File: src/rtl/gfa_pkg.sv
`timescale 1ns / 1ps
`default_nettype none

package gfa_pkg;

  // Default depth of the queue between front and back
  localparam int unsigned QUEUE_DEPTH = 2;

  // AES field: x^8 + x^4 + x^3 + x + 1
  localparam logic [7:0] GF_REDUCE = 8'h1b;
  localparam logic [7:0] GF_ONE    = 8'h01;
  localparam logic [8:0] GF_POLY   = 9'h11b;

  typedef enum logic [1:0] {
    OP_ADD   = 2'd0,
    OP_MUL   = 2'd1,
    OP_INV   = 2'd2,
    OP_XTIME = 2'd3
  } op_t;

  typedef struct packed {
    op_t        op;
    logic [7:0] a;
    logic [7:0] b;
  } item_t;

  // Multiply by x, fold the carried-out bit back with the reduction constant
  function automatic logic [7:0] gf_xtime(input logic [7:0] v);
    return {v[6:0], 1'b0} ^ (v[7] ? GF_REDUCE : 8'h00);
  endfunction

  // Shift-and-add multiply, walking a from its top bit down
  function automatic logic [7:0] gf_mul(input logic [7:0] a, input logic [7:0] b);
    logic [7:0] acc;
    acc = '0;
    for (int i = 7; i >= 0; i--) begin
      acc = gf_xtime(acc);
      if (a[i]) begin
        acc = acc ^ b;
      end
    end
    return acc;
  endfunction

  // Squaring is linear: spread bits to even positions, then reduce
  function automatic logic [7:0] gf_sq(input logic [7:0] v);
    logic [14:0] t;
    t = '0;
    for (int i = 0; i < 8; i++) begin
      t[2*i] = v[i];
    end
    for (int i = 14; i >= 8; i--) begin
      if (t[i]) begin
        t[i -: 9] = t[i -: 9] ^ GF_POLY;
      end
    end
    return t[7:0];
  endfunction

endpackage

`default_nettype wire

File: src/rtl/gf256_arithmetic_unit.sv
// GF(2^8) unit over x^8+x^4+x^3+x+1: add, multiply, inverse, xtime.
// A result becomes valid after the transaction passes the front register, queue,
// two product stages and the output register, later while the output stalls.
// Throughput: one transaction per cycle while rsp_stall is low; the three-level
// product tree for the inverse is pipelined, so every operation flows at full rate.
// Reset (rst, synchronous): drops all transactions in flight, no results pend.
`timescale 1ns / 1ps
`default_nettype none

module gf256_arithmetic_unit #(
  parameter int unsigned QUEUE_DEPTH = gfa_pkg::QUEUE_DEPTH
) (
  input  wire logic       clk,
  input  wire logic       rst,
  input  wire logic       req_valid,
  output logic            req_stall,
  input  wire logic [1:0] mode,
  input  wire logic [7:0] operand_a,
  input  wire logic [7:0] operand_b,
  output logic            rsp_valid,
  input  wire logic       rsp_stall,
  output logic [7:0]      result
);
  import gfa_pkg::*;

  // Front register, queue entries, two stages and the output register
  localparam int unsigned CAPACITY = QUEUE_DEPTH + 4;
  localparam int unsigned FLIGHT_W = $clog2(CAPACITY + 1);

  logic  fe_valid;
  logic  fe_ready;
  item_t fe_item;
  logic  q_valid;
  logic  q_ready;
  item_t q_item;

  gfa_front u_front (
    .clk        (clk),
    .rst        (rst),
    .req_valid  (req_valid),
    .req_stall  (req_stall),
    .mode       (mode),
    .operand_a  (operand_a),
    .operand_b  (operand_b),
    .push_valid (fe_valid),
    .push_ready (fe_ready),
    .push_item  (fe_item)
  );

  gfa_queue #(
    .DEPTH (QUEUE_DEPTH)
  ) u_queue (
    .clk        (clk),
    .rst        (rst),
    .push_valid (fe_valid),
    .push_ready (fe_ready),
    .push_item  (fe_item),
    .pop_valid  (q_valid),
    .pop_ready  (q_ready),
    .pop_item   (q_item)
  );

  gfa_back u_back (
    .clk        (clk),
    .rst        (rst),
    .item_valid (q_valid),
    .item_ready (q_ready),
    .item       (q_item),
    .rsp_valid  (rsp_valid),
    .rsp_stall  (rsp_stall),
    .result     (result)
  );

  // Track transactions accepted but not yet delivered
  logic [FLIGHT_W-1:0] in_flight;
  logic                req_fire;
  logic                rsp_fire;

  assign req_fire = req_valid && !req_stall;
  assign rsp_fire = rsp_valid && !rsp_stall;

  always_ff @(posedge clk) begin
    if (rst) begin
      in_flight <= '0;
    end else if (req_fire && !rsp_fire) begin
      in_flight <= in_flight + 1'b1;
    end else if (rsp_fire && !req_fire) begin
      in_flight <= in_flight - 1'b1;
    end
  end

  a_flight_bounded: assert property (@(posedge clk) disable iff (rst)
    in_flight <= FLIGHT_W'(CAPACITY))
    else $error("more transactions in flight than storage holds");

  a_no_phantom_result: assert property (@(posedge clk) disable iff (rst)
    (in_flight == '0) |-> !rsp_valid)
    else $error("result presented with no transaction in flight");

  a_reset_clean: assert property (@(posedge clk)
    rst |=> (!rsp_valid && !req_stall))
    else $error("pipeline not empty after reset");

  a_front_free_no_stall: assert property (@(posedge clk) disable iff (rst)
    !fe_valid |-> !req_stall)
    else $error("input stalled while front register is empty");

endmodule

`default_nettype wire

File: src/rtl/gfa_front.sv
`timescale 1ns / 1ps
`default_nettype none

module gfa_front (
  input  wire logic           clk,
  input  wire logic           rst,
  input  wire logic           req_valid,
  output logic                req_stall,
  input  wire logic [1:0]     mode,
  input  wire logic [7:0]     operand_a,
  input  wire logic [7:0]     operand_b,
  output logic                push_valid,
  input  wire logic           push_ready,
  output gfa_pkg::item_t      push_item
);
  import gfa_pkg::*;

  logic  fe_valid;
  item_t fe_item;
  op_t   op_dec;

  // Classify the mode code into an operation
  always_comb begin
    unique case (mode)
      OP_ADD:  op_dec = OP_ADD;
      OP_MUL:  op_dec = OP_MUL;
      OP_INV:  op_dec = OP_INV;
      default: op_dec = OP_XTIME;
    endcase
  end

  // Hold the transaction only while the queue refuses it
  assign req_stall  = fe_valid && !push_ready;
  assign push_valid = fe_valid;
  assign push_item  = fe_item;

  always_ff @(posedge clk) begin
    if (rst) begin
      fe_valid <= 1'b0;
    end else if (!req_stall) begin
      fe_valid <= req_valid;
    end
  end

  // Capture payload on acceptance
  always_ff @(posedge clk) begin
    if (req_valid && !req_stall) begin
      fe_item.op <= op_dec;
      fe_item.a  <= operand_a;
      fe_item.b  <= operand_b;
    end
  end

endmodule

`default_nettype wire

File: src/rtl/gfa_queue.sv
`timescale 1ns / 1ps
`default_nettype none

module gfa_queue #(
  parameter int unsigned DEPTH = gfa_pkg::QUEUE_DEPTH
) (
  input  wire logic           clk,
  input  wire logic           rst,
  input  wire logic           push_valid,
  output logic                push_ready,
  input  wire gfa_pkg::item_t push_item,
  output logic                pop_valid,
  input  wire logic           pop_ready,
  output gfa_pkg::item_t      pop_item
);
  import gfa_pkg::*;

  localparam int unsigned IDX_W = (DEPTH > 1) ? $clog2(DEPTH) : 1;
  localparam int unsigned CNT_W = $clog2(DEPTH + 1);

  item_t            mem [DEPTH];
  logic [IDX_W-1:0] wr_ptr;
  logic [IDX_W-1:0] rd_ptr;
  logic [CNT_W-1:0] count;
  logic             push;
  logic             pop;

  assign push_ready = (count != CNT_W'(DEPTH));
  assign pop_valid  = (count != '0);
  assign push       = push_valid && push_ready;
  assign pop        = pop_valid && pop_ready;
  assign pop_item   = mem[rd_ptr];

  // Write the incoming transaction at the tail
  always_ff @(posedge clk) begin
    if (push) begin
      mem[wr_ptr] <= push_item;
    end
  end

  // Advance pointers and occupancy
  always_ff @(posedge clk) begin
    if (rst) begin
      wr_ptr <= '0;
      rd_ptr <= '0;
      count  <= '0;
    end else begin
      if (push) begin
        wr_ptr <= (wr_ptr == IDX_W'(DEPTH - 1)) ? '0 : wr_ptr + 1'b1;
      end
      if (pop) begin
        rd_ptr <= (rd_ptr == IDX_W'(DEPTH - 1)) ? '0 : rd_ptr + 1'b1;
      end
      if (push && !pop) begin
        count <= count + 1'b1;
      end else if (pop && !push) begin
        count <= count - 1'b1;
      end
    end
  end

endmodule

`default_nettype wire

File: src/rtl/gfa_back.sv
`timescale 1ns / 1ps
`default_nettype none

module gfa_back (
  input  wire logic           clk,
  input  wire logic           rst,
  input  wire logic           item_valid,
  output logic                item_ready,
  input  wire gfa_pkg::item_t item,
  output logic                rsp_valid,
  input  wire logic           rsp_stall,
  output logic [7:0]          result
);
  import gfa_pkg::*;

  // Stage 1: first product level
  logic       s1_valid;
  logic       s1_inv;
  logic [7:0] s1_m1;
  logic [7:0] s1_m2;
  logic [7:0] s1_m3;
  logic [7:0] s1_p128;
  // Stage 2: second product level
  logic       s2_valid;
  logic [7:0] s2_x;
  logic [7:0] s2_y;

  logic       out_ready;
  logic       s2_ready;
  logic       s1_ready;

  logic [7:0] p2, p4, p8, p16, p32, p64, p128;
  logic [7:0] m1_next;

  assign out_ready  = !rsp_valid || !rsp_stall;
  assign s2_ready   = !s2_valid || out_ready;
  assign s1_ready   = !s1_valid || s2_ready;
  assign item_ready = s1_ready;

  // Powers a^(2^k) by repeated squaring (linear XOR network)
  always_comb begin
    p2   = gf_sq(item.a);
    p4   = gf_sq(p2);
    p8   = gf_sq(p4);
    p16  = gf_sq(p8);
    p32  = gf_sq(p16);
    p64  = gf_sq(p32);
    p128 = gf_sq(p64);
  end

  // Pick the first-level result per operation
  always_comb begin
    unique case (item.op)
      OP_ADD:   m1_next = item.a ^ item.b;
      OP_MUL:   m1_next = gf_mul(item.a, item.b);
      OP_INV:   m1_next = gf_mul(p2, p4);
      OP_XTIME: m1_next = gf_xtime(item.a);
    endcase
  end

  // Advance valid bits through the pipeline
  always_ff @(posedge clk) begin
    if (rst) begin
      s1_valid  <= 1'b0;
      s2_valid  <= 1'b0;
      rsp_valid <= 1'b0;
    end else begin
      if (s1_ready) begin
        s1_valid <= item_valid;
      end
      if (s2_ready) begin
        s2_valid <= s1_valid;
      end
      if (out_ready) begin
        rsp_valid <= s2_valid;
      end
    end
  end

  // Stage payloads; a^254 = (p2*p4)*(p8*p16) * (p32*p64)*p128
  always_ff @(posedge clk) begin
    if (s1_ready && item_valid) begin
      s1_inv  <= (item.op == OP_INV);
      s1_m1   <= m1_next;
      s1_m2   <= gf_mul(p8, p16);
      s1_m3   <= gf_mul(p32, p64);
      s1_p128 <= p128;
    end
    if (s2_ready && s1_valid) begin
      s2_x <= s1_inv ? gf_mul(s1_m1, s1_m2) : s1_m1;
      s2_y <= s1_inv ? gf_mul(s1_m3, s1_p128) : GF_ONE;
    end
    if (out_ready && s2_valid) begin
      result <= gf_mul(s2_x, s2_y);
    end
  end

endmodule

`default_nettype wire

File: config.mk
export PLATFORM = sky130hd
export DESIGN_NAME = gf256_arithmetic_unit
export DESIGN_NICKNAME = d
export VERILOG_FILES = /design/src/rtl/gfa_pkg.sv /design/src/rtl/gf256_arithmetic_unit.sv /design/src/rtl/gfa_front.sv /design/src/rtl/gfa_queue.sv /design/src/rtl/gfa_back.sv
export SDC_FILE = /design/constraint.sdc
export NUM_CORES = 1
export LEC_CHECK = 0
export ABC_AREA = 1
export ABC_CLOCK_PERIOD_IN_PS = 8600
export BUFFER_PORTS_ARGS = -buffer_cell sky130_fd_sc_hd__buf_4
export CAP_MARGIN = 15
export CORE_MARGIN = 5
export CORE_UTILIZATION = 60
export DETAILED_ROUTE_END_ITERATION = 10
export GPL_ROUTABILITY_DRIVEN = 0
export PLACE_DENSITY = 0.76
export SLEW_MARGIN = 30
export SYNTH_ARGS = -nofsm -noshare
export SYNTH_HDL_FRONTEND = slang
export SYNTH_SLANG_ARGS = --single-unit
File: constraint.sdc
create_clock -name clk -period 8.6 [get_ports clk]
set_input_delay 1.29 -clock clk [delete_from_list [all_inputs] [get_ports clk]]
set_output_delay 1.29 -clock clk [all_outputs]
set_load 0.01 [all_outputs]
==> summary.md, run 1 <==
| Metric | Value |
|---|---|
| Status | finished, final reports clean |
| Flip-flop and latch area | 0.00351 sq mm |
| All-layer global routing usage | 0.260 |
| Post-synth EDFFs | 111 |
| Clock-pin slew on the worst setup and hold paths | 70 ps |
| Post-synth top flop | edfxtp_1 |
| Die height | 157 um |
| Element type at the critical path start | register |
| Mapped Cells | 1825 |
| Vias in the first global route | 11.0k |
| Setup Crit Path Kind | register to register |
| Drt initial violations | 960 |
| Routed Antenna Nets | 0 |
| CP endpoint kind | register |
| ANT cells | 0 |
| Initial antenna violation count | 0 |
| Row count | 53 |
| WL per Instance | 14.8 um |
| Hold Path Class | register to register |
| Slowest cell delay on critical path | 440 ps |
| Most used cell, CP | nand2_1 |
| Asr flop ratio synth | 0 |
| Commonest non-fill, non-tap cell in the layout | nand2_1 |
| Detailed-route wire length | 31100 um |
| Placeable Area | 0.0212 sq mm |
| Worst slew pin tran | 832 ps |
| First-pass GRT wire length | 52700 um |
| Synth Net Count | 1854 |
| IO Port Bufs | 31 |
| Clock Path Buffers | 2 |
| Buf/Inv on CP | 9 |
| Slew margin rel. | 0.442 |
| TritonCTS clock tree | yes |
| Synthesized area per cell | 7.12 sq um |
| Post-CTS Repair Setup Buffers | 0 |
| Number of buffers created by CTS | 17 |
| Worst EP arrival | 6760 ps |
| Share of layout cells above drive strength 1 | 0.0940 |
| Tcrit/Tclk final | 0.765 |
| Worst EP required | 8780 ps |
| Setup TNS | 0 ps |
| Slew Viols, Final | 0 |
| Die footprint | 0.0247 sq mm |
| Post-CTS resize count | 0 |
| CTS H-tree lvls | 4 |
| Nets | 1845 |
| Post-DP HPWL | 23200 um |
| Hold buffer count at CTS | 0 |
| Mapped cell area | 0.0130 sq mm |
| Via density per instance | 5.43 |
| Clk sinks | 120 |
| Vias | 11.4k |
| Fill cells | 1857 |
| DR pass1 iterations | 6 |
| Worst Skew | 13.4 ps |
| Fmax | 152 MHz |
| RSZ-0062 raised after global routing | false |
| Yosys top cell area share | 0.257 |
| Final-report setup violation count | 0 |
| Max-cap violations | 0 |
| # IOs | 32 |
| Post-synthesis register bit count | 120 |
| Sequential share of the synthesized area | 0.271 |
| Ys Warns | 0 |
| Grt ovf | 0 |
| Final Critical Period | 6580 ps |
| Synth top area cells | edfxtp_1, nand2_1, xor2_1 |
| Pin count of the biggest net entering global routing | 26 |
| Critical path's slowest cell | nand2_1 |
| Most frequent cells in the layout | nand2_1, xor2_1, xnor2_1, nor2_1, inv_1 |
| Cell variety after synth | 42 |
| Initial Util | 0.614 |
| Fin. Hold Viols | 0 |
| CP delay by family, top | simple AND/OR/NAND/NOR gates |
| Worst-Skew Late Latency | 430 ps |
| Die width | 157 um |
| Remaining DRCs | 0 |
| Area growth syn-to-layout | 7.43% |
| Multi-input gate area | 0.00869 sq mm |
| Clk Tree Root Cell | clkbuf_16 |
| Critical path fanouts, max | 25 |
| Yosys top cell by area | edfxtp_1 |
## synthesized netlist by cell type, types with 3 or more instances
cell type / instances
nand2_1: 636
nor3_1: 5
xor2_1: 265
ha_1: 7
inv_1: 116
nand2_2: 22
or2_2: 17
o21bai_1: 4
nand3b_1: 10
xor2_4: 3
nor2_1: 127
o21ai_0: 48
nand3_1: 91
nand2_4: 12
o21ai_1: 15
edfxtp_1: 111
o2111ai_1: 7
xor2_2: 6
nand3_2: 15
clkbuf_1: 55
a21oi_1: 26
dfxtp_1: 9
inv_2: 21
nand4_1: 4
buf_2: 3
clkinv_1: 3
xnor2_1: 165
## worst paths after layout
check | start | to | slack (ps) | cells after the start
max | register | u_back.s1_m3[4]$_DFFE_PP_ | 2020 | 36
min | u_front.push_item[3]$_DFFE_PP_ | u_queue.mem[0][3]$_DFFE_PP_ | 440 | 0
max reg2reg | register | u_back.s1_m3[4]$_DFFE_PP_ | 2020 | 36
min reg2reg | u_front.push_item[3]$_DFFE_PP_ | u_queue.mem[0][3]$_DFFE_PP_ | 440 | 0
## metrics by stage
stage	cells	setup WS (ps)	instance area [sq um]	utilization	hold slack (ps)
global placement	2071	2710	13300	0.631	424
floorplan	1825	4020	13000	-	421
global route	2104	1420	13900	0.659	451
finish	2104	2020	13900	0.659	440
CTS	2104	2220	13900	0.659	437
detailed placement	2072	2400	13400	0.631	429
## logic make-up after synthesis
kind of cell / Yosys count / synth area share
simple gates: 946 / 0.310
xor+xnor: 440 / 0.305
buf+inv: 205 / 0.0614
flops: 120 / 0.271
compound gates: 106 / 0.0454
fa+ha+maj: 7 / 0.00674
mux: 1 / 0.000771
## registers in the layout, summed over array words and instances, names as in the netlist, named ones only
register            count
u_queue.wr_ptr          1
u_back.s2_y             8
u_back.result           8
u_back.s1_p128          8
u_front.push_item      18
u_back.s1_m1            8
u_back.s1_inv           1
u_back.s2_x             8
u_queue.count           2
u_back.s1_m3            8
u_queue.mem            36
u_queue.rd_ptr          1
u_back.s1_m2            8
u_front.push_valid      1
u_back.s1_valid         1
u_back.rsp_valid        1
u_back.s2_valid         1
## layout make-up
class,count,area share
clock inverter,15,0.0122
timing repair buffer,37,0.0205
clock buffer,17,0.0305
multi-input combinational,1500,0.623
sequential,120,0.252
inverter,140,0.0377
tap,275,0.0247
## layer usage
layer	wire length (um)	vias to the layer above	track usage	part of all wire
li1	-	5667	-	-
met1	13700	5242	0.348	0.44
met2	14500	458	0.428	0.47
met3	2270	68	0.0434	0.073
met4	665	0	0.0905	0.021
met5	0	-	0	0
Power of run 1 is left out: the tool's default activity adds up to more than one toggle a clock period on the data nets, which glitch-free logic cannot reach.
==> run 2, diff against run 1 <==
Settings changed: ABC_AREA 1 to 0, ABC_CLOCK_PERIOD_IN_PS 8600 to 5400, CORE_UTILIZATION 60 to 59, PLACE_DENSITY 0.76 to 0.78.
Clock period 8.6 ns to 5.4 ns, I/O delays scaled along.
==> summary.md, run 2 <==
| Metric | Value |
|---|---|
| Top sig layer | met4 (unchanged) |
| Commonest non-fill, non-tap cell in the layout | xnor2_1 (was nand2_1) |
| TritonCTS clock tree | yes (unchanged) |
| Slew Viols, Final | 0 (unchanged) |
| Pin count of the biggest net entering global routing | 35 (was 26) |
| Clk Tree Root Cell | clkbuf_16 (unchanged) |
| Asr flop ratio synth | 0 (unchanged) |
| Hold path cells | 0 (unchanged) |
| Initial antenna violation count | 0 (unchanged) |
| R2r startpoint | u_queue.mem[1][15]$_DFFE_PP_ |
| CP endpoint kind | register (unchanged) |
| Fin. Hold Viols | 0 (unchanged) |
| Routed Antenna Nets | 0 (unchanged) |
| DR pass1 iterations | 6 (unchanged) |
| Reg2reg setup slack | 150 ps (was 2020 ps) |
| IO Port Bufs | 31 (unchanged) |
| Top-count cell post-synth | xnor2_1 (was nand2_1) |
| Setup ws final | 151 ps (was 2020 ps) |
| Hold Path Class | register to register (unchanged) |
| Cell variety after synth | 73 (was 42) |
| Worst EP required | 5560 ps (was 8780 ps) |
| Met3 Wirelength | 2370 um (was 2270 um) |
| WHS Endpoint | u_queue.mem[1][7]$_DFFE_PP_ (was u_queue.mem[0][3]$_DFFE_PP_) |
| Post-synth top flop | edfxtp_1 (unchanged) |
| Worst-Skew Late Latency | 430 ps (about the same) |
| Synth Net Count | 1771 (was 1854) |
| Die footprint | 0.0276 sq mm (was 0.0247 sq mm) |
| Row count | 57 (was 53) |
| Grt ovf | 0 (unchanged) |
| Detailed-route wire length | 36900 um (was 31100 um) |
| Setup Crit Path Kind | register to register (unchanged) |
| Status | finished, final reports clean (unchanged) |
| Post-synthesis register bit count | 120 (unchanged) |
| Met2 wire len | 18900 um (was 14500 um) |
| Most frequent cells in the layout | xnor2_1, nand2_1, nor2_1, buf_4, edfxtp_1 (was nand2_1, xor2_1, xnor2_1, nor2_1, inv_1) |
| WL per Instance | 17.9 um (was 14.8 um) |
| Clk sinks | 120 (unchanged) |
| Element type at the critical path start | register (unchanged) |
| Most frequent cells after synthesis | xnor2_1, nand2_1, nor2_1 (was nand2_1, xor2_1, xnor2_1) |
| Initial Util | 0.594 (was 0.614) |
| Mapped cell area | 0.0144 sq mm (was 0.0130 sq mm) |
| Synthesized area per cell | 8.25 sq um (was 7.12 sq um) |
| Worst EP arrival | 5410 ps (was 6760 ps) |
| Clock Path Buffers | 2 (unchanged) |
| Remaining DRCs | 0 (unchanged) |
| Worst slew pin tran | 1070 ps (was 832 ps) |
| Die height | 166 um (was 157 um) |
| Max-cap violations | 0 (unchanged) |
| Terminus of the critical flop-to-flop path | u_back.s1_m3[4]$_DFFE_PP_ (unchanged) |
| ANT cells | 0 (unchanged) |
| Most flops, register | u_queue.mem (unchanged) |
| Max reg flops | 36 (unchanged) |
| Slew margin rel. | 0.281 (was 0.442) |
| Area growth syn-to-layout | 9.40% (was 7.43%) |
| Post-DP Area | 0.0150 sq mm (was 0.0134 sq mm) |
| First-pass GRT wire length | 60300 um (was 52700 um) |
| Die width | 166 um (was 157 um) |
| Share of layout cells above drive strength 1 | 0.122 (was 0.0940) |
| Post-DP HPWL | 25900 um (was 23200 um) |
| Critical path fanouts, max | 13 (was 25) |
| Yosys top cell by area | xnor2_1 (was edfxtp_1) |
| Metal-1 WL | 14900 um (was 13700 um) |
| Sequential share of the synthesized area | 0.245 (was 0.271) |
| Number of buffers created by CTS | 17 (unchanged) |
| Via density per instance | 5.96 (was 5.43) |
| Fill cells | 1905 (was 1857) |
| Ys Warns | 0 (unchanged) |
| Worst Skew | 13.4 ps (about the same) |
| Drt initial violations | 1446 (was 960) |
| Clock-pin slew on the worst setup and hold paths | 70 ps (about the same) |
| Mapped Cells | 1742 (was 1825) |
| Tcrit/Tclk final | 0.972 (was 0.765) |
| Hold buffer count at CTS | 0 (unchanged) |
| Post-synth EDFFs | 111 (unchanged) |
| Hold WS | 448 ps (was 440 ps) |
| All-layer global routing usage | 0.260 (about the same) |
| Post-Layout Inst Area | 0.0157 sq mm (was 0.0139 sq mm) |
| Vias in the first global route | 11.9k (was 11.0k) |
| Vias | 12.3k (was 11.4k) |
| # IOs | 32 (unchanged) |
| Nets | 1751 (was 1845) |
| Placeable Area | 0.0242 sq mm (was 0.0212 sq mm) |
| CTS H-tree lvls | 4 (unchanged) |
| Fmax | 191 MHz (was 152 MHz) |
| Pre-CTS setup slack | 80.6 ps (was 2400 ps) |
| R2R depth | 21 (was 36) |
| Worst hold start | u_front.push_item[7]$_DFFE_PP_ (was u_front.push_item[3]$_DFFE_PP_) |
| Yosys top cell area share | 0.258 (was 0.257) |
| Final-report setup violation count | 0 (unchanged) |
| Final Critical Period | 5250 ps (was 6580 ps) |
| Synth top area cells | xnor2_1, edfxtp_1, nand2_1 (was edfxtp_1, nand2_1, xor2_1) |
==> run 2: cell families (layout without fill, tap and decap cells) <==
kind of cell    Yosys count  in the layout  synth area share
simple gates            539            539             0.155
mux                      80             80            0.0616
compound gates          285            285             0.122
buf+inv                 166            159            0.0481
flops                   120            120             0.245
xor+xnor                542            542             0.360
fa+ha+maj                10             10           0.00819
==> run 2: final cells by class <==
cell class / count / area, sq um / share of cell area
inverter: 15 / 56.3 / 0.00358
clock buffer: 20 / 500 / 0.0318
multi-input combinational: 1456 / 10300 / 0.654
clock inverter: 12 / 115 / 0.00732
timing repair buffer: 112 / 845 / 0.0537
sequential: 120 / 3510 / 0.224
tap: 324 / 405 / 0.0258
==> run 2: per-stage QoR <==
step	cells	util	setup TNS [ps]
2_1_floorplan	1742	-	0
3_3_place_gp	2017	0.620	0
3_5_place_dp	2017	0.620	0
4_1_cts	2049	0.645	0
5_1_grt	2059	0.650	-138
6_report	2059	0.650	0
==> run 2: timing repair <==
| action | in CTS | in global routing |
|---|---|---|
| setup buffers | 0 | 10 |
| endpoints found under the setup margin | 0 | 7 |
| resized for setup | 0 | 8 |
==> run 2: routing by layer <==
| metal | vias to the layer above | global-route usage |
|---|---|---|
| met4 | 0 | 0.0782 |
| met3 | 79 | 0.0390 |
| met2 | 549 | 0.460 |
| li1 | 5808 | - |
| met1 | 5830 | 0.329 |
| met5 | - | 0 |
==> run 2: worst max path at each step <==
| stage | start | end | slack, ps |
|---|---|---|---|
| after CTS | u_queue.mem[1][15]$_DFFE_PP_ | u_back.s1_m3[5]$_DFFE_PP_ | 40 |
| final | u_queue.mem[1][15]$_DFFE_PP_ | u_back.s1_m3[4]$_DFFE_PP_ | 150 |
| after global routing | u_queue.mem[0][15]$_DFFE_PP_ | u_back.s1_m3[4]$_DFFE_PP_ | -90 |
| after detailed placement | u_queue.mem[1][15]$_DFFE_PP_ | u_back.s1_m3[5]$_DFFE_PP_ | 80 |
| after global placement | u_queue.mem[0][15]$_DFFE_PP_ | u_back.s1_m3[4]$_DFFE_PP_ | 290 |
| after floorplan | register | u_back.s1_m3[4]$_DFFE_PP_ | 20 |
==> run 2: critical path: stages, from the launching register on <==
cell	delay, ps
edfxtp_1	500
xor2_4	250
mux2_2	330
nor2_1	160
nand2b_1	190
xnor2_1	190
ha_1	300
inv_2	110
xnor2_4	90
xnor2_4	240
xor2_2	180
inv_2	100
ha_1	330
buf_6	170
nor2_1	140
a22oi_1	110
o21ai_2	300
nor2_1	100
xnor2_1	150
mux2i_2	270
xor3_2	420
xnor3_1	340
Power of run 2 is left out for the same reason.
==> run 3, diff against run 2 <==
Settings changed: REMOVE_ABC_BUFFERS from default to 1.
==> summary.md, run 3 (synthesized netlist as in run 2, its figures left out) <==
| Metric | Value |
|---|---|
| Clock Path Buffers | 2 (unchanged) |
| Clk sinks | 120 (unchanged) |
| Initial Util | 0.594 (unchanged) |
| Nets | 1756 (was 1751) |
| Number of buffers created by CTS | 17 (unchanged) |
| Slew Viols, Final | 0 (unchanged) |
| First-pass GRT wire length | 61000 um (was 60300 um) |
| DR pass1 iterations | 6 (unchanged) |
| Most flops, register | u_queue.mem (unchanged) |
| Area growth syn-to-layout | 9.29% (was 9.40%) |
| Status | finished, final reports clean (unchanged) |
| Post-DP Area | 0.0150 sq mm (about the same) |
| Tcrit/Tclk final | 0.954 (was 0.972) |
| Clk Tree Root Cell | clkbuf_16 (unchanged) |
| Worst EP required | 5560 ps (about the same) |
| Worst slew pin tran | 994 ps (was 1070 ps) |
| Multi-input gate area | 0.0102 sq mm (was 0.0103 sq mm) |
| Fill cells | 1919 (was 1905) |
| All-layer global routing usage | 0.265 (was 0.260) |
| WL per Instance | 18.2 um (was 17.9 um) |
| Reg2reg setup slack | 250 ps (was 150 ps) |
| Hold WS | 443 ps (was 448 ps) |
| Die height | 166 um (unchanged) |
| Share of layout cells above drive strength 1 | 0.121 (was 0.122) |
| Element type at the critical path start | register (unchanged) |
| Die width | 166 um (unchanged) |
| Worst Skew | 14.2 ps (was 13.4 ps) |
| Post-Layout Inst Area | 0.0157 sq mm (about the same) |
| Hold Path Class | register to register (unchanged) |
| Pin count of the biggest net entering global routing | 36 (was 35) |
| IO Port Bufs | 31 (unchanged) |
| Final-report setup violation count | 0 (unchanged) |
| Worst-Skew Late Latency | 430 ps (about the same) |
| Die footprint | 0.0276 sq mm (unchanged) |
| Most frequent cells in the layout | xnor2_1, nand2_1, nor2_1, buf_4, edfxtp_1 (unchanged) |
| Commonest non-fill, non-tap cell in the layout | xnor2_1 (unchanged) |
| Row count | 57 (unchanged) |
| Initial antenna violation count | 0 (unchanged) |
| Drt initial violations | 1179 (was 1446) |
| Via density per instance | 6.06 (was 5.96) |
| Post-DP HPWL | 26500 um (was 25900 um) |
| Worst EP arrival | 5310 ps (was 5410 ps) |
| Fmax | 194 MHz (was 191 MHz) |
| Remaining DRCs | 0 (unchanged) |
| Detailed-route wire length | 37600 um (was 36900 um) |
| Vias | 12.5k (was 12.3k) |
| ANT cells | 0 (unchanged) |
| CTS H-tree lvls | 4 (unchanged) |
| Vias in the first global route | 11.8k (was 11.9k) |
| Setup Crit Path Kind | register to register (unchanged) |
| Max-cap violations | 0 (unchanged) |
| Clock-pin slew on the worst setup and hold paths | 60 ps (was 70 ps) |
| Grt ovf | 0 (unchanged) |
| Slew margin rel. | 0.337 (was 0.281) |
| Hold buffer count at CTS | 0 (unchanged) |
| Final Critical Period | 5150 ps (was 5250 ps) |
| Critical path fanouts, max | 14 (was 13) |
| Routed Antenna Nets | 0 (unchanged) |
| TritonCTS clock tree | yes (unchanged) |
| # IOs | 32 (unchanged) |
| Flip-flop and latch area | 0.00351 sq mm (unchanged) |
| Placeable Area | 0.0242 sq mm (unchanged) |
| CP endpoint kind | register (unchanged) |
| Fin. Hold Viols | 0 (unchanged) |
| Max reg flops | 36 (unchanged) |
==> run 3: changes by cell type in the layout (fill, tap and decap cells not counted), moves of 2 or more <==
cell and change:
mux2i_2 -2, xnor2_2 +2, buf_4 +6, clkbuf_8 +2, clkinvlp_4 +4, inv_8 -5
xnor2_4 -2
==> run 3: worst paths after layout <==
check                                  to                       startpoint  depth (start not counted)
max             u_back.s1_m3[4]$_DFFE_PP_     u_queue.mem[1][15]$_DFFE_PP_                         21
min          u_queue.mem[1][17]$_DFFE_PP_  u_front.push_item[17]$_DFFE_PP_                          0
max reg2reg     u_back.s1_m3[4]$_DFFE_PP_     u_queue.mem[1][15]$_DFFE_PP_                         21
min reg2reg  u_queue.mem[1][17]$_DFFE_PP_  u_front.push_item[17]$_DFFE_PP_                          0
==> run 3: repair_timing <==
item / CTS / global route
gates resized for setup: 0 / 3
endpoints found under the setup margin: 1 / 7
buffers inserted: 2 / 12
pin swaps: 0 / 3
==> run 3: critical path: stages (launching register included) <==
cell      delay, ps
edfxtp_1        530
buf_4           200
xnor3_1         360
mux2i_4         180
xnor3_2         370
inv_2            70
ha_1            240
inv_2            90
xnor2_2         140
xnor2_2         160
xor2_1          200
inv_1            80
ha_1            290
buf_4           200
nor2_1          160
a22oi_1         110
o21ai_2         290
nor3_2          110
a311oi_1        310
o311ai_1        170
xnor2_1         280
xnor3_1         360
==> run 3: layout make-up <==
| type | instances | area share |
|---|---|---|
| well taps | 324 | 0.0258 |
| flip-flops and latches | 120 | 0.224 |
| repair buffers | 117 | 0.0559 |
| multi-input cells | 1456 | 0.652 |
| inverters | 15 | 0.00359 |
| clock inverters | 9 | 0.00470 |
| clock buffers | 23 | 0.0339 |
==> run 3: metrics by stage <==
step	setup TNS, ps	utilization	setup WS, ps	cells
after CTS	0	0.645	42.2	2052
final	0	0.650	248	2064
after detailed placement	0	0.619	11.5	2018
after global routing	-127	0.650	-64.0	2064
after floorplan	-39080	-	-3250	1591
after global placement	0	0.619	189	2018
==> run 3: per-layer routing <==
| metal | vias up | GRT usage | part of all wire |
|---|---|---|---|
| met3 | 108 | 0.0355 | 0.076 |
| met2 | 626 | 0.456 | 0.49 |
| met1 | 5937 | 0.342 | 0.40 |
| li1 | 5827 | - | - |
| met4 | 0 | 0.0990 | 0.035 |
| met5 | - | 0 | 0 |
Power of run 3 is left out for the same reason.
